File: src/rtl/abms_ram.sv
// ----------------------------------------------------------------------------
// abms_ram
// Simple dual-port RAM: one write port, one read port with registered data.
// ----------------------------------------------------------------------------
`default_nettype none

module abms_ram #(
    parameter int WIDTH = 32,
    parameter int DEPTH = 16,
    parameter int AW    = (DEPTH > 1) ? $clog2(DEPTH) : 1
) (
    input  wire logic             i_clk,
    input  wire logic             i_we,
    input  wire logic [AW-1:0]    i_waddr,
    input  wire logic [WIDTH-1:0] i_wdata,
    input  wire logic [AW-1:0]    i_raddr,
    output logic      [WIDTH-1:0] o_rdata
);

    logic [WIDTH-1:0] r_mem [DEPTH];

    always_ff @(posedge i_clk) begin
        if (i_we) begin
            r_mem[i_waddr] <= i_wdata;
        end
        o_rdata <= r_mem[i_raddr];
    end

endmodule

`default_nettype wire

File: config.mk
export PLATFORM = sky130hd
export DESIGN_NAME = abms_ram
export DESIGN_NICKNAME = d
export VERILOG_FILES = /design/src/rtl/abms_ram.sv
export SDC_FILE = /design/constraint.sdc
export NUM_CORES = 1
export LEC_CHECK = 0
export BUFFER_PORTS_ARGS = -buffer_cell sky130_fd_sc_hd__buf_2
export CAP_MARGIN = 20
export CORE_ASPECT_RATIO = 1.5
export CORE_UTILIZATION = 55
export DETAILED_ROUTE_END_ITERATION = 8
export GPL_TIMING_DRIVEN = 0
export PLACE_DENSITY = 0.75
export SYNTH_ARGS = -nofsm -noshare
export SYNTH_HDL_FRONTEND = slang
export SYNTH_SLANG_ARGS = --single-unit
File: constraint.sdc
create_clock -name i_clk -period 3.4 [get_ports i_clk]
set_clock_uncertainty 0.2 [all_clocks]
set_input_delay 0.17 -clock i_clk [delete_from_list [all_inputs] [get_ports i_clk]]
set_output_delay 0.17 -clock i_clk [all_outputs]
set_load 0.05 [all_outputs]
==> results.cfg <==
[sta]
worst_pin_slew_ns = 1.01
finalHoldViolations = 0
tns_ns = 0
setup_viol = 0
period_share_pct = 70.6
setup_ws_ns = 1.00
max-slew-margin-rel_pct = 32.3
rsz0062_at_grt = false
slew_violations = 0
period_needed_ns = 2.40
max_freq_ghz = 0.417

[die]
chipWidth_um = 157
fp.dieH_um = 235
row_count = 84
design.portCount = 74
start_util_pct = 56.2
die_area_um2 = 36900
design.core.area_um2 = 35300

[worst_setup_path]
worstPathArrival_ns = 2.46
cp-startpoint = i_waddr[1]
regToRegStartpoint = r_mem[3][12]$_DFFE_PP_
critPathKind = input port to flip-flop
cp_top_family = simple AND/OR/NAND/NOR gates
reg2reg_to = o_rdata[12]$_DFF_P_
path_max_fanout = 21
cp-end-kind = flip-flop
reg2reg_depth = 3
startpoint_type = input port
rrSetupSlack_ns = 1.78
crit_path_cell_trace = dlygate4sd3_1 > buf_2 > nand2_1 > nor2_4 > buf_16
crit_slowest_cell = nor2_4
cp_slowest_stage_delay_ns = 0.88
worst_ep_required_time_ns = 3.46
worstPathBufferInverterCount = 3

[flow_run]
maxCapViolCount = 0

[clock_tree]
clkTransAtPathRegs_ns = 0.07
htree_num_levels = 2
cts_buffer_depth = 3
cts_root_buf = clkbuf_16
postCtsSetupBuffers = 0
cts_sinks = 544
cts_buffers = 47
cts_tree = done
clk_latency_ns = 0.57

[logic_synthesis]
syn_area_per_cell_um2 = 23.7
yosys_warnings = 0
synth_seq_cells = 544
synth_cell_types = 18
synth_area_um2 = 19900
syn_inst = 838
yosysSeqAreaShare_pct = 80.7
syn-num-nets = 880

[global_routing]
grt_pass1_wl_um = 64300
grt_max_degree = 24
grt_pass1_vias = 10078
antenna_found_initial = 0
grt-ovfl-total = 0
grt_usage_pct = 24.8

[cells_and_area]
final_layout_size_suffix_gt1_share_pct = 31.9
mostFrequentLayoutCells = edfxtp_1 (512), mux4_2 (128), buf_2 (75)
post-route-util_pct = 66.2
layout_commonest_cell = edfxtp_1
layout.nets = 1062
area_growth_pct = 17.8
antenna_cells = 0

[power]
p_leak_nw = 7.58
power_density_nw_per_um2 = 605
vdd_drop_max_mv = 0.413

[min_path]
hold_start = i_raddr[3]
hold_class = input port to flip-flop
hold_depth = 4
worstHoldEndpoint = o_rdata[31]$_DFF_P_

[placement]
hpwl_um = 25300
portBuffers = 71
gp_congestion = 0.714
dp_slack_ns = 0.914

[routing]
drt_pass1_iterations = 5
drc_errors = 0
num_vias = 9590
wl_um = 43400
antenna_left = 0
via_per_inst = 6.26
first_iter_violations = 979
post_drt_wl_per_cell_um = 28.4

[status]
outcome = finished, final reports clean
==> layer usage <==
layer / global-route usage [%] / vias to the layer above / wire (um)
li1: - / 3931 / -
met1: 31.7 / 5041 / 15400
met2: 42.8 / 522 / 23200
met3: 3.73 / 96 / 3470
met4: 9.89 / 0 / 1400
met5: 0 / - / 0
==> how the worst max path moves through the flow <==
stage                                   endpoint  slack [ns]  cells after the start
final                     r_mem[15][1]$_DFFE_PP_        1.00                      5
after floorplan            r_mem[8][0]$_DFFE_PP_        0.15                      2
after global placement     r_mem[4][2]$_DFFE_PP_       -2.61                      3
after CTS                 r_mem[15][1]$_DFFE_PP_        1.07                      5
after detailed placement   r_mem[0][2]$_DFFE_PP_        0.91                      5
after global routing      r_mem[15][1]$_DFFE_PP_        0.96                      5
==> what timing repair did <==
action / CTS / global route
resized for setup: 0 / 0
hold buffers: 36 / 0
hold endpoints to repair: 532 / 0
==> layout make-up <==
class / instances / area [um^2]
repair buffers: 133 / 1150
fillers: 2256 / 11900
plain buffers: 43 / 223
multi-input cells: 251 / 3730
clock inverters: 31 / 398
flip-flops and latches: 544 / 16000
clock buffers: 56 / 1270
well taps: 473 / 592
==> cells in the mapped netlist <==
library cell  number  area share (%)
mux4_2           128              15
nor2_1            13            0.25
dfxtp_1           32             3.2
nand2b_1           2           0.063
clkbuf_1          17            0.32
a22oi_1           64             2.4
nand3b_1           2           0.076
nor3_1             4            0.10
or3b_2             1           0.044
and2_1             1           0.032
buf_1              9            0.17
buf_6              2            0.11
buf_4             11            0.42
nand3_1            1           0.025
nand2_1           33            0.62
buf_2              4            0.10
nor2b_1            2           0.063
edfxtp_1         512              77
==> stage by stage <==
step / cells / instance area [um^2] / hold WS, ns / power, mW
after floorplan: 838 / 19900 / 0.0689 / 8.19
after global placement: 1382 / 20800 / 0.334 / 8.46
after detailed placement: 1408 / 21400 / 0.346 / 8.51
after CTS: 1531 / 23400 / 0.00717 / 14.2
after global routing: 1531 / 23400 / 0.0305 / 14.5
final: 1531 / 23400 / 0.0440 / 14.2
==> logic make-up after synthesis <==
group                  Yosys count  synth area share (%)
and+or+nand+nor                 59                  1.27
buffers and inverters           43                  1.12
DFF                            544                  80.7
muxes                          128                  14.5
AOI/OAI and AO/OA               64                  2.42
==> power by group <==
part,total [mW],internal [mW],leakage (nW),switching (mW)
registers,7.53,7.49,4.89,0.0404
logic,0.875,0.311,1.87,0.564
clock network,5.75,3.37,0.817,2.37
total,14.2,11.2,7.58,2.98
==> tightest hold or removal path, cell delays in order <==
cell and delay (ns):
buf_2 0.13, nor2_1 0.11, a22oi_1 0.20, nand2_1 0.12
==> sequential cells by signal (all words and copies together) (netlist names) <==
register / cells
r_mem: 512
o_rdata: 32
(Power assumes the default switching activity.)
