<file path="src/rtl/abms_pkg.sv">
// ----------------------------------------------------------------------------
// abms_pkg
// Shared types and constants for the alpha-beta minimax search core.
// ----------------------------------------------------------------------------
`default_nettype none

package abms_pkg;

    localparam int SCORE_W = 32;

    typedef logic signed [SCORE_W-1:0] t_score;

    localparam t_score INT_MIN = {1'b1, {(SCORE_W-1){1'b0}}};
    localparam t_score INT_MAX = {1'b0, {(SCORE_W-1){1'b1}}};

    // Status of the search engine as seen by the load and output logic.
    typedef struct packed {
        logic busy;
        logic done;
    } t_srch_stat;

endpackage

`default_nettype wire

</file>
<file path="src/rtl/abms_ram.sv">
// ----------------------------------------------------------------------------
// abms_ram
// Simple dual-port RAM: one write port, one read port with registered data.
// ----------------------------------------------------------------------------
`default_nettype none

module abms_ram #(
    parameter int WIDTH = 32,
    parameter int DEPTH = 16,
    parameter int AW    = (DEPTH > 1) ? $clog2(DEPTH) : 1
) (
    input  wire logic             i_clk,
    input  wire logic             i_we,
    input  wire logic [AW-1:0]    i_waddr,
    input  wire logic [WIDTH-1:0] i_wdata,
    input  wire logic [AW-1:0]    i_raddr,
    output logic      [WIDTH-1:0] o_rdata
);

    logic [WIDTH-1:0] r_mem [DEPTH];

    always_ff @(posedge i_clk) begin
        if (i_we) begin
            r_mem[i_waddr] <= i_wdata;
        end
        o_rdata <= r_mem[i_raddr];
    end

endmodule

`default_nettype wire

</file>
<file path="src/rtl/abms_search.sv">
// ----------------------------------------------------------------------------
// abms_search
// Depth-first alpha-beta sequencer. The active frame sits in registers and
// the frames of its ancestors are kept in a stack RAM indexed by level.
// ----------------------------------------------------------------------------
`default_nettype none

module abms_search
    import abms_pkg::*;
#(
    parameter int MAX_DEPTH = 10,
    parameter int AW        = MAX_DEPTH,
    parameter int DW        = $clog2(MAX_DEPTH + 1)
) (
    input  wire logic          i_clk,
    input  wire logic          i_rst_n,
    input  wire logic          i_start,
    input  wire logic [DW-1:0] i_depth,
    output logic      [AW-1:0] o_leaf_raddr,
    input  wire t_score        i_leaf_rdata,
    output t_srch_stat         o_stat,
    output t_score             o_result
);

    localparam int SW = (MAX_DEPTH > 1) ? $clog2(MAX_DEPTH) : 1;
    localparam int CW = DW + 1;

    typedef struct packed {
        logic   stage;
        t_score alpha;
        t_score beta;
    } t_frame;

    localparam int FRAME_W = $bits(t_frame);

    typedef enum logic [2:0] {
        S_IDLE,
        S_EXPAND,
        S_LEAF,
        S_APPLY,
        S_POP
    } t_state;

    t_state          r_state, n_state;
    logic [SW-1:0]   r_sp, n_sp;
    logic [AW-1:0]   r_pos, n_pos;
    logic            r_stage, n_stage;
    t_score          r_alpha, n_alpha;
    t_score          r_beta, n_beta;
    t_score          r_v, n_v;

    t_score          w_na, w_nb, w_ret;
    logic            w_done;
    logic            w_descend;
    logic            w_stk_we;
    t_frame          w_stk_wdata;
    logic [FRAME_W-1:0] w_stk_rdata;
    t_frame          w_stk_frame;

    abms_ram #(
        .WIDTH (FRAME_W),
        .DEPTH (MAX_DEPTH),
        .AW    (SW)
    ) u_stack (
        .i_clk   (i_clk),
        .i_we    (w_stk_we),
        .i_waddr (r_sp),
        .i_wdata (w_stk_wdata),
        .i_raddr (SW'(r_sp - SW'(1))),
        .o_rdata (w_stk_rdata)
    );

    assign w_stk_frame  = t_frame'(w_stk_rdata);
    assign w_stk_wdata  = '{stage: r_stage, alpha: r_alpha, beta: r_beta};
    assign o_leaf_raddr = AW'({r_pos, r_stage});
    assign w_descend    = (CW'(r_sp) + CW'(1)) < CW'(i_depth);
    assign w_stk_we     = (r_state == S_EXPAND) && w_descend;

    // Odd levels minimize and even levels maximize.
    always_comb begin
        w_na = r_alpha;
        w_nb = r_beta;
        if (r_sp[0]) begin
            if (r_v < r_beta) begin
                w_nb = r_v;
            end
            w_ret = w_nb;
        end else begin
            if (r_v > r_alpha) begin
                w_na = r_v;
            end
            w_ret = w_na;
        end
        w_done = (w_na >= w_nb) || r_stage;
    end

    always_comb begin
        n_state = r_state;
        n_sp    = r_sp;
        n_pos   = r_pos;
        n_stage = r_stage;
        n_alpha = r_alpha;
        n_beta  = r_beta;
        n_v     = r_v;
        case (r_state)
            S_IDLE: begin
                if (i_start) begin
                    n_alpha = INT_MIN;
                    n_beta  = INT_MAX;
                    n_sp    = '0;
                    n_pos   = '0;
                    n_stage = 1'b0;
                    n_state = S_EXPAND;
                end
            end
            S_EXPAND: begin
                if (w_descend) begin
                    n_pos   = AW'({r_pos, r_stage});
                    n_stage = 1'b0;
                    n_sp    = SW'(r_sp + SW'(1));
                end else begin
                    n_state = S_LEAF;
                end
            end
            S_LEAF: begin
                n_v     = i_leaf_rdata;
                n_state = S_APPLY;
            end
            S_APPLY: begin
                n_alpha = w_na;
                n_beta  = w_nb;
                if (!w_done) begin
                    n_stage = 1'b1;
                    n_state = S_EXPAND;
                end else if (r_sp == '0) begin
                    n_state = S_IDLE;
                end else begin
                    // Hand the bound up to the parent frame fetched from the stack.
                    n_v     = w_ret;
                    n_sp    = SW'(r_sp - SW'(1));
                    n_pos   = r_pos >> 1;
                    n_state = S_POP;
                end
            end
            S_POP: begin
                n_alpha = w_stk_frame.alpha;
                n_beta  = w_stk_frame.beta;
                n_stage = w_stk_frame.stage;
                n_state = S_APPLY;
            end
            default: begin
                n_state = S_IDLE;
            end
        endcase
    end

    always_ff @(posedge i_clk) begin
        if (!i_rst_n) begin
            r_state <= S_IDLE;
        end else begin
            r_state <= n_state;
        end
        r_sp    <= n_sp;
        r_pos   <= n_pos;
        r_stage <= n_stage;
        r_alpha <= n_alpha;
        r_beta  <= n_beta;
        r_v     <= n_v;
    end

    assign o_stat   = '{busy: (r_state != S_IDLE),
                        done: ((r_state == S_APPLY) && w_done && (r_sp == '0))};
    assign o_result = w_ret;

endmodule

`default_nettype wire

</file>
<file path="config.mk">
export PLATFORM = sky130hd
export DESIGN_NAME = abms_search
export DESIGN_NICKNAME = d
export VERILOG_FILES = /design/src/rtl/abms_pkg.sv /design/src/rtl/abms_ram.sv /design/src/rtl/abms_search.sv
export SDC_FILE = /design/constraint.sdc
export NUM_CORES = 1
export LEC_CHECK = 0
export BUFFER_PORTS_ARGS = -buffer_cell sky130_fd_sc_hd__buf_4
export CELL_PAD_IN_SITES_DETAIL_PLACEMENT = 0
export CELL_PAD_IN_SITES_GLOBAL_PLACEMENT = 1
export CORE_ASPECT_RATIO = 0.9
export CORE_MARGIN = 10
export CORE_UTILIZATION = 50
export DETAILED_ROUTE_END_ITERATION = 10
export PLACE_DENSITY = 0.72
export SETUP_SLACK_MARGIN = 0.3
export SYNTH_ARGS = -nofsm -noshare
export SYNTH_HDL_FRONTEND = slang
export SYNTH_SLANG_ARGS = --single-unit
</file>
<file path="constraint.sdc">
create_clock -name i_clk -period 18.8 [get_ports i_clk]
set_clock_uncertainty 0.2 [all_clocks]
set_input_delay 0.94 -clock i_clk [delete_from_list [all_inputs] [get_ports i_clk]]
set_output_delay 0.94 -clock i_clk [all_outputs]
set_load 0.1 [all_outputs]
</file>
==> reports/qor.csv <==
metric,value,unit
run_status,"finished, final reports clean",
worstSetupStartpointType,register,
maximum_fanout_count_along_the_critical_path,55,
synth-simple-area-share,4.02,%
insertedDiodeCount,0,
dieHeight,271,um
synth.avg_cell_area,16.4,um^2
detailed_route_via_count,19500,
drc,0,
dp_slack,11.25,ns
layout.nets,2350,
timing_worst_setup_path_type,register to primary output,
global_route_wire_length_before_repair,130000,um
clock_pin_slew_worst_setup_and_hold_paths,0.06,ns
largest_net_degree_at_the_start_of_global_routing,106,
layout_worst_path_cycle_share,44.6,%
rsz0062_at_grt,false,
postLayoutSetupSlackWorst,10.42,ns
hold_depth,2,
grt.total_usage,21.2,%
fin_setup_tns,0,ns
netlist_instances,2135,
wl_per_cell,26.9,um
pwr_density_cell,177,nW/um^2
max-clock-path-buffers,3,
synth_seq_area_share,69.2,%
ant_nets,0,
vdd_ir_drop_max,232,uV
synth_adder_area_share,3.65,%
cts_inserted_buffers,85,
cts.repair.resized,0,
slew_headroom,21.6,%
postCtsSetupBuffers,0,
timing.max_cap.violations,0,
cts.sink_count,829,
number_of_antenna_violations_at_the_first_check_in_global_routing,0,
drt_pre_antenna_iters,7,
synth.most_common_cell,sky130_fd_sc_hd__edfxtp_1,
worstHoldEndpoint,u_stack.o_rdata[21],
combinational_family_with_the_most_area_after_synthesis,multiplexers,
postSynthRegisterBits,829,
final.min_clock_period,8.38,ns
floorplan.die_area,81000,um^2
hold_path_class,register to register,
mappedNetlistNets,2276,
tritoncts,done,
routed_wl,86500,um
finalWeightedCongestion,0.837,
yosys-top-cells-count,"sky130_fd_sc_hd__edfxtp_1, sky130_fd_sc_hd__a21oi_1, sky130_fd_sc_hd__mux2i_1",
worstReg2RegEnd,r_v[8],
std_cell_rows,91,
ioPinCount,83,
synthesized_area_fraction_occupied_by_ao_oa_aoi_and_oai_cells,7.68,%
insertion_delay,0.63,ns
worst_ep_arrival_time,7.24,ns
htree_num_levels,3,
drt_first_iter_violations,1759,
flow.area_growth_from_synthesis,12.6,%
number_of_warnings_issued_by_yosys,0,
p_leak,13.9,nW
rr_startpoint,r_alpha[31],
cts.hold.buffers_added,0,
io_buffers,82,
dieWidth,299,um
setup_violations,0,
timing.final.max_slew_violations,0,
timing.final.hold_violations,0,
synth_edf_count,761,
ys_types,56,
endpoint_kind,primary output,
synth_mux_area_share,13.0,%
synth_area_leader_cell,sky130_fd_sc_hd__edfxtp_1,
worst-slew-pin-transition,1.18,ns
hp-start,u_stack.r_mem[8][21],
ys_dominant_reg_cell,sky130_fd_sc_hd__edfxtp_1,
postSynth.asyncResetShare,0,%
fmaxAchievable,119,MHz
drive_above_1_share,17.3,%
synthDominantCellAreaShare,65.3,%
mappedNetlistArea,35000,um^2
post_synth_main_area_contributors,"sky130_fd_sc_hd__edfxtp_1, sky130_fd_sc_hd__mux4_2, sky130_fd_sc_hd__mux2i_1",
globalRouteOverflowTotal,0,
number_of_global_route_vias_before_repair,20400,
post_dr_vias_cell,6.06,
initial_core_util,50.7,%
dp_hpwl,50000,um
clock_tree.root_cell,sky130_fd_sc_hd__clkbuf_16,
synth-xor-area-share,0.150,%
worst_r2r_path_depth,19,
crit_required,17.66,ns
fp.coreArea,69000,um^2
reg2reg_setup_slack,11.10,ns
## layer usage
layer	vias to the layer above	global-route usage [%]	routed length [um]
met2	611	33.7	40700
met1	10100	30.2	38600
met5	-	0	0
li1	8631	-	-
met3	130	3.44	5170
met4	0	5.71	1980
## power by group
part | internal (mW) | total, mW | leakage [nW] | switching, mW
combinational | 0.927 | 2.77 | 5.23 | 1.84
sequential | 2.35 | 2.54 | 7.28 | 0.188
clock | 0.977 | 1.66 | 1.35 | 0.685
total | 4.26 | 6.97 | 13.9 | 2.71
## worst max-delay path by stage
stage	cells after the start	endpoint	slack (ns)	startpoint
after floorplan	12	u_stack.r_mem[2][0]	8.20	r_sp[0]
after global placement	19	o_stat[0]	11.28	r_alpha[31]
after detailed placement	19	r_v[11]	11.25	r_alpha[31]
after CTS	19	o_stat[0]	10.57	r_alpha[31]
after global routing	19	o_stat[0]	10.09	r_alpha[31]
final	19	o_stat[0]	10.42	r_alpha[31]
## cells by family after synthesis
family,after synthesis
buf+inv,202
mux,292
compound gates,421
flops,829
xor+xnor,6
simple gates,283
fa+ha+maj,102
## sequential cells by signal, indices dropped and copies added (netlist names), 3 cells and up
signal           flops
r_pos               10
r_alpha             32
r_sp                 4
r_beta              32
r_v                 32
u_stack.r_mem      650
r_state              3
u_stack.o_rdata     65
## stage by stage
stage / power [mW] / instances / hold WS, ns / instance area (um^2) / util, %
after floorplan: 4.57 / 2135 / 0.276 / 35000 / -
after CTS: 7.02 / 3210 / 0.315 / 39400 / 57.1
after global placement: 5.33 / 3052 / 0.292 / 36600 / 53.1
final: 6.97 / 3210 / 0.315 / 39400 / 57.1
after global routing: 7.31 / 3210 / 0.335 / 39400 / 57.1
after detailed placement: 5.35 / 3052 / 0.302 / 36600 / 53.1
## layout make-up
type | count | area, um^2
Fill cell | 5381 | 29600
Tap cell | 930 | 1160
Inverter | 72 | 270
Multi-Input combinational cell | 1104 | 10100
Clock inverter | 40 | 363
Clock buffer | 118 | 2410
Sequential cell | 829 | 24200
Timing Repair Buffer | 117 | 891
## cell usage in the layout (no fill, tap or decap), drive strengths merged, types with 3 or more instances in the layout
cell      instances
bufinv            6
mux4            130
nor2b            69
nand4            20
clkinv           30
nor4              3
a21oi           164
nor3              9
clkbuf          118
a211oi           68
xnor2             4
a22o             40
and2              7
o21ai            74
inv              73
mux2i           160
ha              102
dfxtp            68
nor2             55
edfxtp          761
o211ai            5
nand2b            4
o31a              3
o221ai           30
clkinvlp          3
and3              4
buf             117
nand2            91
a21o             13
nand3            12
o21a              5
## critical path, cell delays in order (launching register included)
cell and delay [ns]:
sky130_fd_sc_hd__edfxtp_1 0.58, sky130_fd_sc_hd__inv_1 0.09, sky130_fd_sc_hd__ha_1 0.40, sky130_fd_sc_hd__nand4_1 0.26
sky130_fd_sc_hd__nor4_1 0.82, sky130_fd_sc_hd__o31a_1 0.28, sky130_fd_sc_hd__nor3b_1 0.12, sky130_fd_sc_hd__nor3_4 0.34
sky130_fd_sc_hd__buf_4 0.58, sky130_fd_sc_hd__o21ai_1 0.20, sky130_fd_sc_hd__ha_1 0.34, sky130_fd_sc_hd__and3_1 0.16
sky130_fd_sc_hd__nand3_1 0.14, sky130_fd_sc_hd__nor3_1 0.66, sky130_fd_sc_hd__o21ai_0 0.21, sky130_fd_sc_hd__nand4_1 0.27
sky130_fd_sc_hd__a21oi_1 0.13, sky130_fd_sc_hd__xnor2_1 0.22, sky130_fd_sc_hd__a211oi_1 0.42, sky130_fd_sc_hd__buf_4 0.37
(Power assumes the default switching activity.)
